==> src/depth_frame_pseudocolor_top_defines.svh <==
// ---------------------------------------------------------------------------
// Assertion macros for the depth pseudocolour block
// Shared property shapes, clocked and gated by a synchronous reset.
// ---------------------------------------------------------------------------
`ifndef DEPTH_FRAME_PSEUDOCOLOR_TOP_DEFINES_SVH
`define DEPTH_FRAME_PSEUDOCOLOR_TOP_DEFINES_SVH

// same-cycle implication
`define DFPC_ASSERT_IMP(lbl, ck, rs, ante, cons, msg) \
  lbl: assert property (@(posedge ck) disable iff (rs) (ante) |-> (cons)) \
    else $error(msg);

// next-cycle implication
`define DFPC_ASSERT_NXT(lbl, ck, rs, ante, cons, msg) \
  lbl: assert property (@(posedge ck) disable iff (rs) (ante) |=> (cons)) \
    else $error(msg);

`endif

==> src/dfpc_pkg.sv <==
// ---------------------------------------------------------------------------
// dfpc_pkg
// Constants and shared types for the depth pseudocolour block.
// ---------------------------------------------------------------------------
`timescale 1ns / 1ps
`default_nettype none

package dfpc_pkg;

  // frame store geometry
  localparam int MaxPixels = 524288;
  localparam int AddrBits  = $clog2(MaxPixels);
  localparam int FillBits  = AddrBits + 1;

  // field widths
  localparam int DepthBits = 16;
  localparam int InBits    = 16;
  localparam int CfgBits   = 20;
  localparam int ColBits   = 8;
  localparam int ColMax    = (1 << ColBits) - 1;
  localparam int NumBits   = DepthBits + ColBits;
  localparam int OutBits   = 3 * ColBits;
  localparam int StepBits  = $clog2(ColBits);

  localparam int FrameReset = 307200;

  // divider request: numerator 255*d, divisor frame maximum
  typedef struct packed {
    logic                 start;
    logic [NumBits-1:0]   num;
    logic [DepthBits-1:0] den;
  } div_req_t;

  // divider response: one-cycle done pulse with quotient and remainder flag
  typedef struct packed {
    logic               done;
    logic [ColBits-1:0] quot;
    logic               rem_nz;
  } div_rsp_t;

endpackage

`default_nettype wire

==> src/dfpc_div.sv <==
// ---------------------------------------------------------------------------
// dfpc_div
// Restoring divider, one quotient bit a cycle, for an 8-bit quotient.
// ---------------------------------------------------------------------------
`timescale 1ns / 1ps
`default_nettype none

`include "depth_frame_pseudocolor_top_defines.svh"

module dfpc_div
  import dfpc_pkg::*;
(
  input  wire logic     clk,
  input  wire logic     rst,
  input  wire div_req_t req,
  output div_rsp_t      rsp
);

  logic                busy;
  logic [StepBits-1:0] cnt;
  logic [NumBits-1:0]  rem;
  logic [NumBits-1:0]  dsr;
  logic [ColBits-1:0]  quot;
  logic                done;
  logic                ge;

  assign ge = (rem >= dsr);

  // control
  always_ff @(posedge clk) begin
    if (rst) begin
      busy <= 1'b0;
      done <= 1'b0;
      cnt  <= '0;
    end else begin
      done <= 1'b0;
      if (req.start) begin
        busy <= 1'b1;
        cnt  <= StepBits'(ColBits - 1);
      end else if (busy) begin
        cnt <= cnt - 1'b1;
        if (cnt == '0) begin
          busy <= 1'b0;
          done <= 1'b1;
        end
      end
    end
  end

  // datapath: divisor starts at den << (ColBits-1) and shifts right
  always_ff @(posedge clk) begin
    if (req.start) begin
      rem  <= req.num;
      dsr  <= NumBits'(req.den) << (ColBits - 1);
      quot <= '0;
    end else if (busy) begin
      if (ge) begin
        rem <= rem - dsr;
      end
      quot <= {quot[ColBits-2:0], ge};
      dsr  <= dsr >> 1;
    end
  end

  assign rsp.done   = done;
  assign rsp.quot   = quot;
  assign rsp.rem_nz = (rem != '0);

  `DFPC_ASSERT_NXT(a_start_busy, clk, rst, req.start, busy, "divider did not start")
  `DFPC_ASSERT_NXT(a_last_done, clk, rst, busy && (cnt == '0) && !req.start, done,
    "divider missed done")
  `DFPC_ASSERT_IMP(a_done_idle, clk, rst, done, !busy, "done while still busy")

endmodule

`default_nettype wire

==> config.mk <==
export PLATFORM = sky130hd
export DESIGN_NAME = dfpc_div
export DESIGN_NICKNAME = d
export VERILOG_FILES = /design/src/dfpc_pkg.sv /design/src/dfpc_div.sv
export VERILOG_INCLUDE_DIRS = /design/src /design/src/src
export SDC_FILE = /design/constraint.sdc
export NUM_CORES = 1
export LEC_CHECK = 0
export BUFFER_PORTS_ARGS = -buffer_cell sky130_fd_sc_hd__buf_2
export CORE_ASPECT_RATIO = 1.5
export CORE_MARGIN = 2
export CORE_UTILIZATION = 45
export DETAILED_ROUTE_END_ITERATION = 8
export GPL_ROUTABILITY_DRIVEN = 0
export PLACE_DENSITY = 0.7
export RECOVER_POWER = 50
export SETUP_SLACK_MARGIN = 0.3
export SKIP_CTS_REPAIR_TIMING = 1
export SLEW_MARGIN = 25
export SYNTH_ARGS = -nofsm -noshare
export SYNTH_HDL_FRONTEND = slang
export SYNTH_SLANG_ARGS = --single-unit
==> constraint.sdc <==
create_clock -name clk -period 3.1 [get_ports clk]
set_clock_uncertainty 0.05 [all_clocks]
set_input_delay 0.62 -clock clk [delete_from_list [all_inputs] [get_ports clk]]
set_output_delay 0.62 -clock clk [all_outputs]
set_load 0.01 [all_outputs]
**Word level (Yosys, flattened, before mapping)**

Cells that the tools add are included.

- $add $sub $neg: 2
- Magnitude comparators: 1
- Muxes and demuxes: 11
- Bitwise gates (word level): 1
- Reduce and logical (&&, ||, !) cells: 6

Operators with widths:

| cell | number |
|---|---|
| $mux W24 | 3 |
| $mux W23 | 2 |
| $ge A24 B23 Y1 | 1 |
| $reduce_bool A24 Y1 | 1 |
| $sub A24 B23 Y24 | 1 |
| $mux W3 | 2 |
| $mux W1 | 4 |
| $reduce_bool A2 Y1 | 2 |
| $logic_not A3 Y1 | 1 |
| $reduce_or A3 Y1 | 1 |
| $sub A3 B1 Y3 const B | 1 |
| $reduce_and A2 Y1 | 1 |
| $not A1 Y1 | 1 |

- Register bits after elaboration: 60
- Output and inout bits: 10
- Logic and storage cells: 28

**Depth between registers and ports, before layout**

- Depth in word-level cells: 4
- Depth in mapped cells: 11

**Worst setup path after synthesis**

Ideal clock, no wire load.

- Path type: flip-flop to flip-flop
- Start: reg rem[0]
- End: reg rem[0] (enable)
- Library setup time: 0.429 ns
- Arrival: 2.549 ns
- Data required time: 2.621 ns
- Path slack: 0.072 ns
- Stages on the path, launching flop included: 12
- Period minus slack after synthesis: 3.028 ns
- Path through: edfxtp_1 -> inv_1 -> ha_1 -> inv_1 -> fa_1 -> a21o_1 -> a221oi_2 -> o211a_4 -> nor2_1 -> o21ai_0 -> a21bo_2 -> nand2b_1

- Word-level cells in the longest chain between the ends: 3

Ends and longest elaborated chain:

| element | RTL line | RTL |
|---|---|---|
| start: declaration | dfpc_div.sv:21 | `logic [NumBits-1:0] rem;` |
| start signal: assignment | dfpc_div.sv:53 | `rem <= req.num;` |
| start signal: assignment | dfpc_div.sv:58 | `rem <= rem - dsr;` |
| $ge A24 B23 Y1 | dfpc_div.sv:27 | `assign ge = (rem >= dsr);` |
| $reduce_bool A2 Y1 (no line) | - |  |
| $reduce_and A2 Y1 (no line) | - |  |

Every way passes these cells.
A chain may end at the register's enable or synchronous reset.

**Worst setup path after layout**

- Start: reg rem[0]
- End: reg rem[18], data pin

- Word-level cells in the longest chain between the ends: 4

Ends and longest elaborated chain:

| element | RTL line | RTL |
|---|---|---|
| $sub A24 B23 Y24 | dfpc_div.sv:58 |  |
| $mux W24 | dfpc_div.sv:57 | `if (ge) begin` |
| $mux W24 | dfpc_div.sv:56 | `end else if (busy) begin` |
| $mux W24 | dfpc_div.sv:52 | `if (req.start) begin` |

Every way passes these cells. The select of a mux whose other input is x is not followed.

==> results.yml <==
worst_setup_path:
  r2r-end: "rem[18]"
  crit_type: "reg2reg"
  worstPathArrival_ns: 2.75
  crit_chain: "inv_1, ha_2, inv_2, fa_2, a21o_1, a221oi_4, o211a_4, o21bai_4, a31oi_1, xor2_1, o21ai_0"
  crit_required_ns: 3.04
  critPathBufInv: 2
  timing.rr.start: "rem[0]"
  r2r_cells: 11
  critPathSlowestCell: "edfxtp_1"
  cp_top_family: "compound AO/OA/AOI/OAI gates"
  max_stage_delay_ns: 0.38
  startpoint_type: "register"
  r2r_setup_slack_ns: 0.29
  end_kind: "register"
  crit_fanout: 4
yosys:
  synth-seq-cells: 60
  synthCells: 409
  synthArstFlopShare_pct: 0
  seq_area_frac_synth_pct: 42.2
  synthFlopType: "edfxtp_1"
  synth.distinct_cells: 53
  syn_avg_cell_area_um2: 9.29
  synth_nets: 478
  syn_area_um2: 3800
  yosysWarnings: 0
  synth-edff-count: 40
clock_network:
  ctsLongestPathBuffers: 2
  numClockSinks: 60
  clk_pin_slew_ns: 0.05
  clk_latency_ns: 0.33
  cts_htree_levels: 3
  cts_inserted_buffers: 9
  cts_root_buf: "clkbuf_16"
  cts_tree: "built"
drt:
  drc: 0
  ant_nets: 0
  wl_per_cell_um: 15.1
  vias: 3150
  drtIter0Drc: 294
  drt_wl_total_um: 8740
  dr.pass1.iters: 4
  viasPerCell: 5.46
sta:
  relSlewSlack_pct: -23.3
  setup_slack_ns: 0.290
  setup_violations: 0
  slew_violations: 50
  period_minus_slack_ns: 2.81
  worst_slew_pin_slew_ns: 1.85
  rsz0062_at_grt: "yes"
  hold_violations: 0
  max_freq_ghz: 0.356
  finalCritPeriodShare_pct: 90.6
  final.setup.tns_ns: 0
worst_hold_path:
  hold_start: "dsr[0]"
  hold_path.class: "reg2reg"
  hold_end: "dsr[0]"
  hold_depth: 2
layout:
  fillCellCount: 804
  stdcell_count: 577
  syn_to_final_growth_pct: 20.2
  design_area_um2: 4560
  diodes: 0
  multi_input_area_um2: 2040
  fin_nets: 534
  drive_gt1_share_pct: 17.9
  seqCellArea_um2: 1600
die:
  dieArea_um2: 9210
  ios: 53
  die_x_um: 79.0
  core_area_um2: 8310
  die_h_um: 117
  start_util_pct: 45.7
  rows: 41
placed_design:
  dpl_cell_area_um2: 4180
  placed_cells: 559
  port_buffers: 52
  dp_hpwl_um: 6660
  pre_cts_ws_ns: 0.245
power:
  p_per_area_nw_per_um2: 758
  ir_drop_uv: 434
  p_leak_nw: 1.93
flow_run:
  drv_cap: 1
global_route:
  grt_max_degree: 50
  grt_pass1_vias: 3117
  grt_overflow: 0
  antenna_found_initial: 0
  grtUsageTotal_pct: 20.1
  grt_pass1_wl_um: 14200
outcome:
  violations: "max-capacitance violations, max-slew violations"
  status: "finished with violations"
[cell usage after synthesis (all sizes together) (3+ instances only)]
master	number	area, um^2
o21ai	38	194
nand2b	8	50.1
a211oi	3	27.5
xor2	14	123
nor2	32	120
nand2	48	180
nor2b	3	18.8
buf	5	26.3
a21o	11	82.6
and3	4	25.0
nand3	8	40.0
o21a	3	22.5
and2	3	20.0
a22o	6	52.6
ha	25	313
o21bai	3	33.8
clkbuf	12	45.0
edfxtp	40	1200
a41oi	3	26.3
mux2i	16	160
a21oi	24	120
inv	34	128
nand4	3	18.8
xnor2	5	43.8
nor4	8	50.1
dfxtp	20	400
[worst min-delay path, cell delays in order (launching register included)]
cell	delay [ns]
dfxtp_1	0.33
mux2i_1	0.07
nor2_1	0.07
[final cells by class]
type	count	share of cell area [%]
inverters	34	2.80
well taps	107	2.93
multi-input cells	298	44.7
clock inverters	2	0.219
clock buffers	14	6.96
flip-flops and latches	60	35.1
repair buffers	62	7.26
[cell usage in the layout, fill, tap and decap left out, drive strengths merged, types with 2 or more instances in the layout]
cell,synthesis,layout
nor4,8,8
o21bai,3,3
nor2,32,32
a41oi,3,3
a31oi,2,2
nand3b,2,2
mux2i,16,16
clkbuf,12,26
edfxtp,40,40
a22o,6,6
mux2,2,2
a21boi,2,2
a21o,11,11
clkinv,0,2
and2,3,3
nand2,48,48
o211ai,2,2
nand4,3,3
ha,25,25
buf,5,50
nor3,2,2
a211oi,3,3
o31ai,2,2
or3,2,2
dfxtp,20,20
nor2b,3,3
nand2b,8,8
xnor2,5,5
o21ai,38,38
a21oi,24,24
or2,2,2
and3,4,4
nand3,8,8
inv,34,34
o21a,3,3
xor2,14,14
[sequential cells by signal (all words and copies together) (netlist names)]
| register | count |
|---|---|
| cnt | 3 |
| rem | 24 |
| done | 1 |
| quot | 8 |
| dsr | 23 |
| busy | 1 |
[through the flow]
| step | hold slack, ns | total power, W | utilization, % |
|---|---|---|---|
| 3_3_place_gp | 0.436 | 0.00233 | 50.3 |
| 4_1_cts | 0.456 | 0.00342 | 54.3 |
| 5_1_grt | 0.482 | 0.00367 | 54.9 |
| 2_1_floorplan | 0.415 | 0.00205 | - |
| 3_5_place_dp | 0.452 | 0.00235 | 50.3 |
| 6_report | 0.459 | 0.00346 | 54.9 |
[cells by family (layout without fill, tap and decap cells)]
logic type,Yosys count,in the layout,share of synthesized area [%]
simple gates,128,128,15.7
compound gates,107,107,18.9
flops,60,60,42.2
buf+inv,51,112,5.24
fa+ha+maj,26,26,8.76
xor+xnor,19,19,4.38
mux,18,18,4.81
[layer usage]
metal | track usage (%) | part of all wire [%]
met1 | 23.9 | 41
met2 | 32.3 | 49
met3 | 5.10 | 5.6
met4 | 12.6 | 4.3
met5 | 0 | 0
[where the power goes]
part           switching [W]  internal [W]  leakage, nW
registers           0.000103       0.00103        0.573
logic               0.000736      0.000541         1.19
clock network       0.000346      0.000706        0.164
total                0.00119       0.00228         1.93
[how the worst max path moves through the flow]
stage                  from       to  slack [ns]  cells past startpoint
finish               rem[0]  rem[18]        0.29                     11
global route        req[40]  dsr[18]        0.13                      2
floorplan            rem[0]   rem[0]        0.32                     11
CTS                  rem[0]  rem[22]        0.22                     12
detailed placement   rem[0]  rem[19]        0.25                     12
global placement     rem[0]  rem[19]        0.30                     12
No activity file was read; power rests on OpenSTA's default activity.
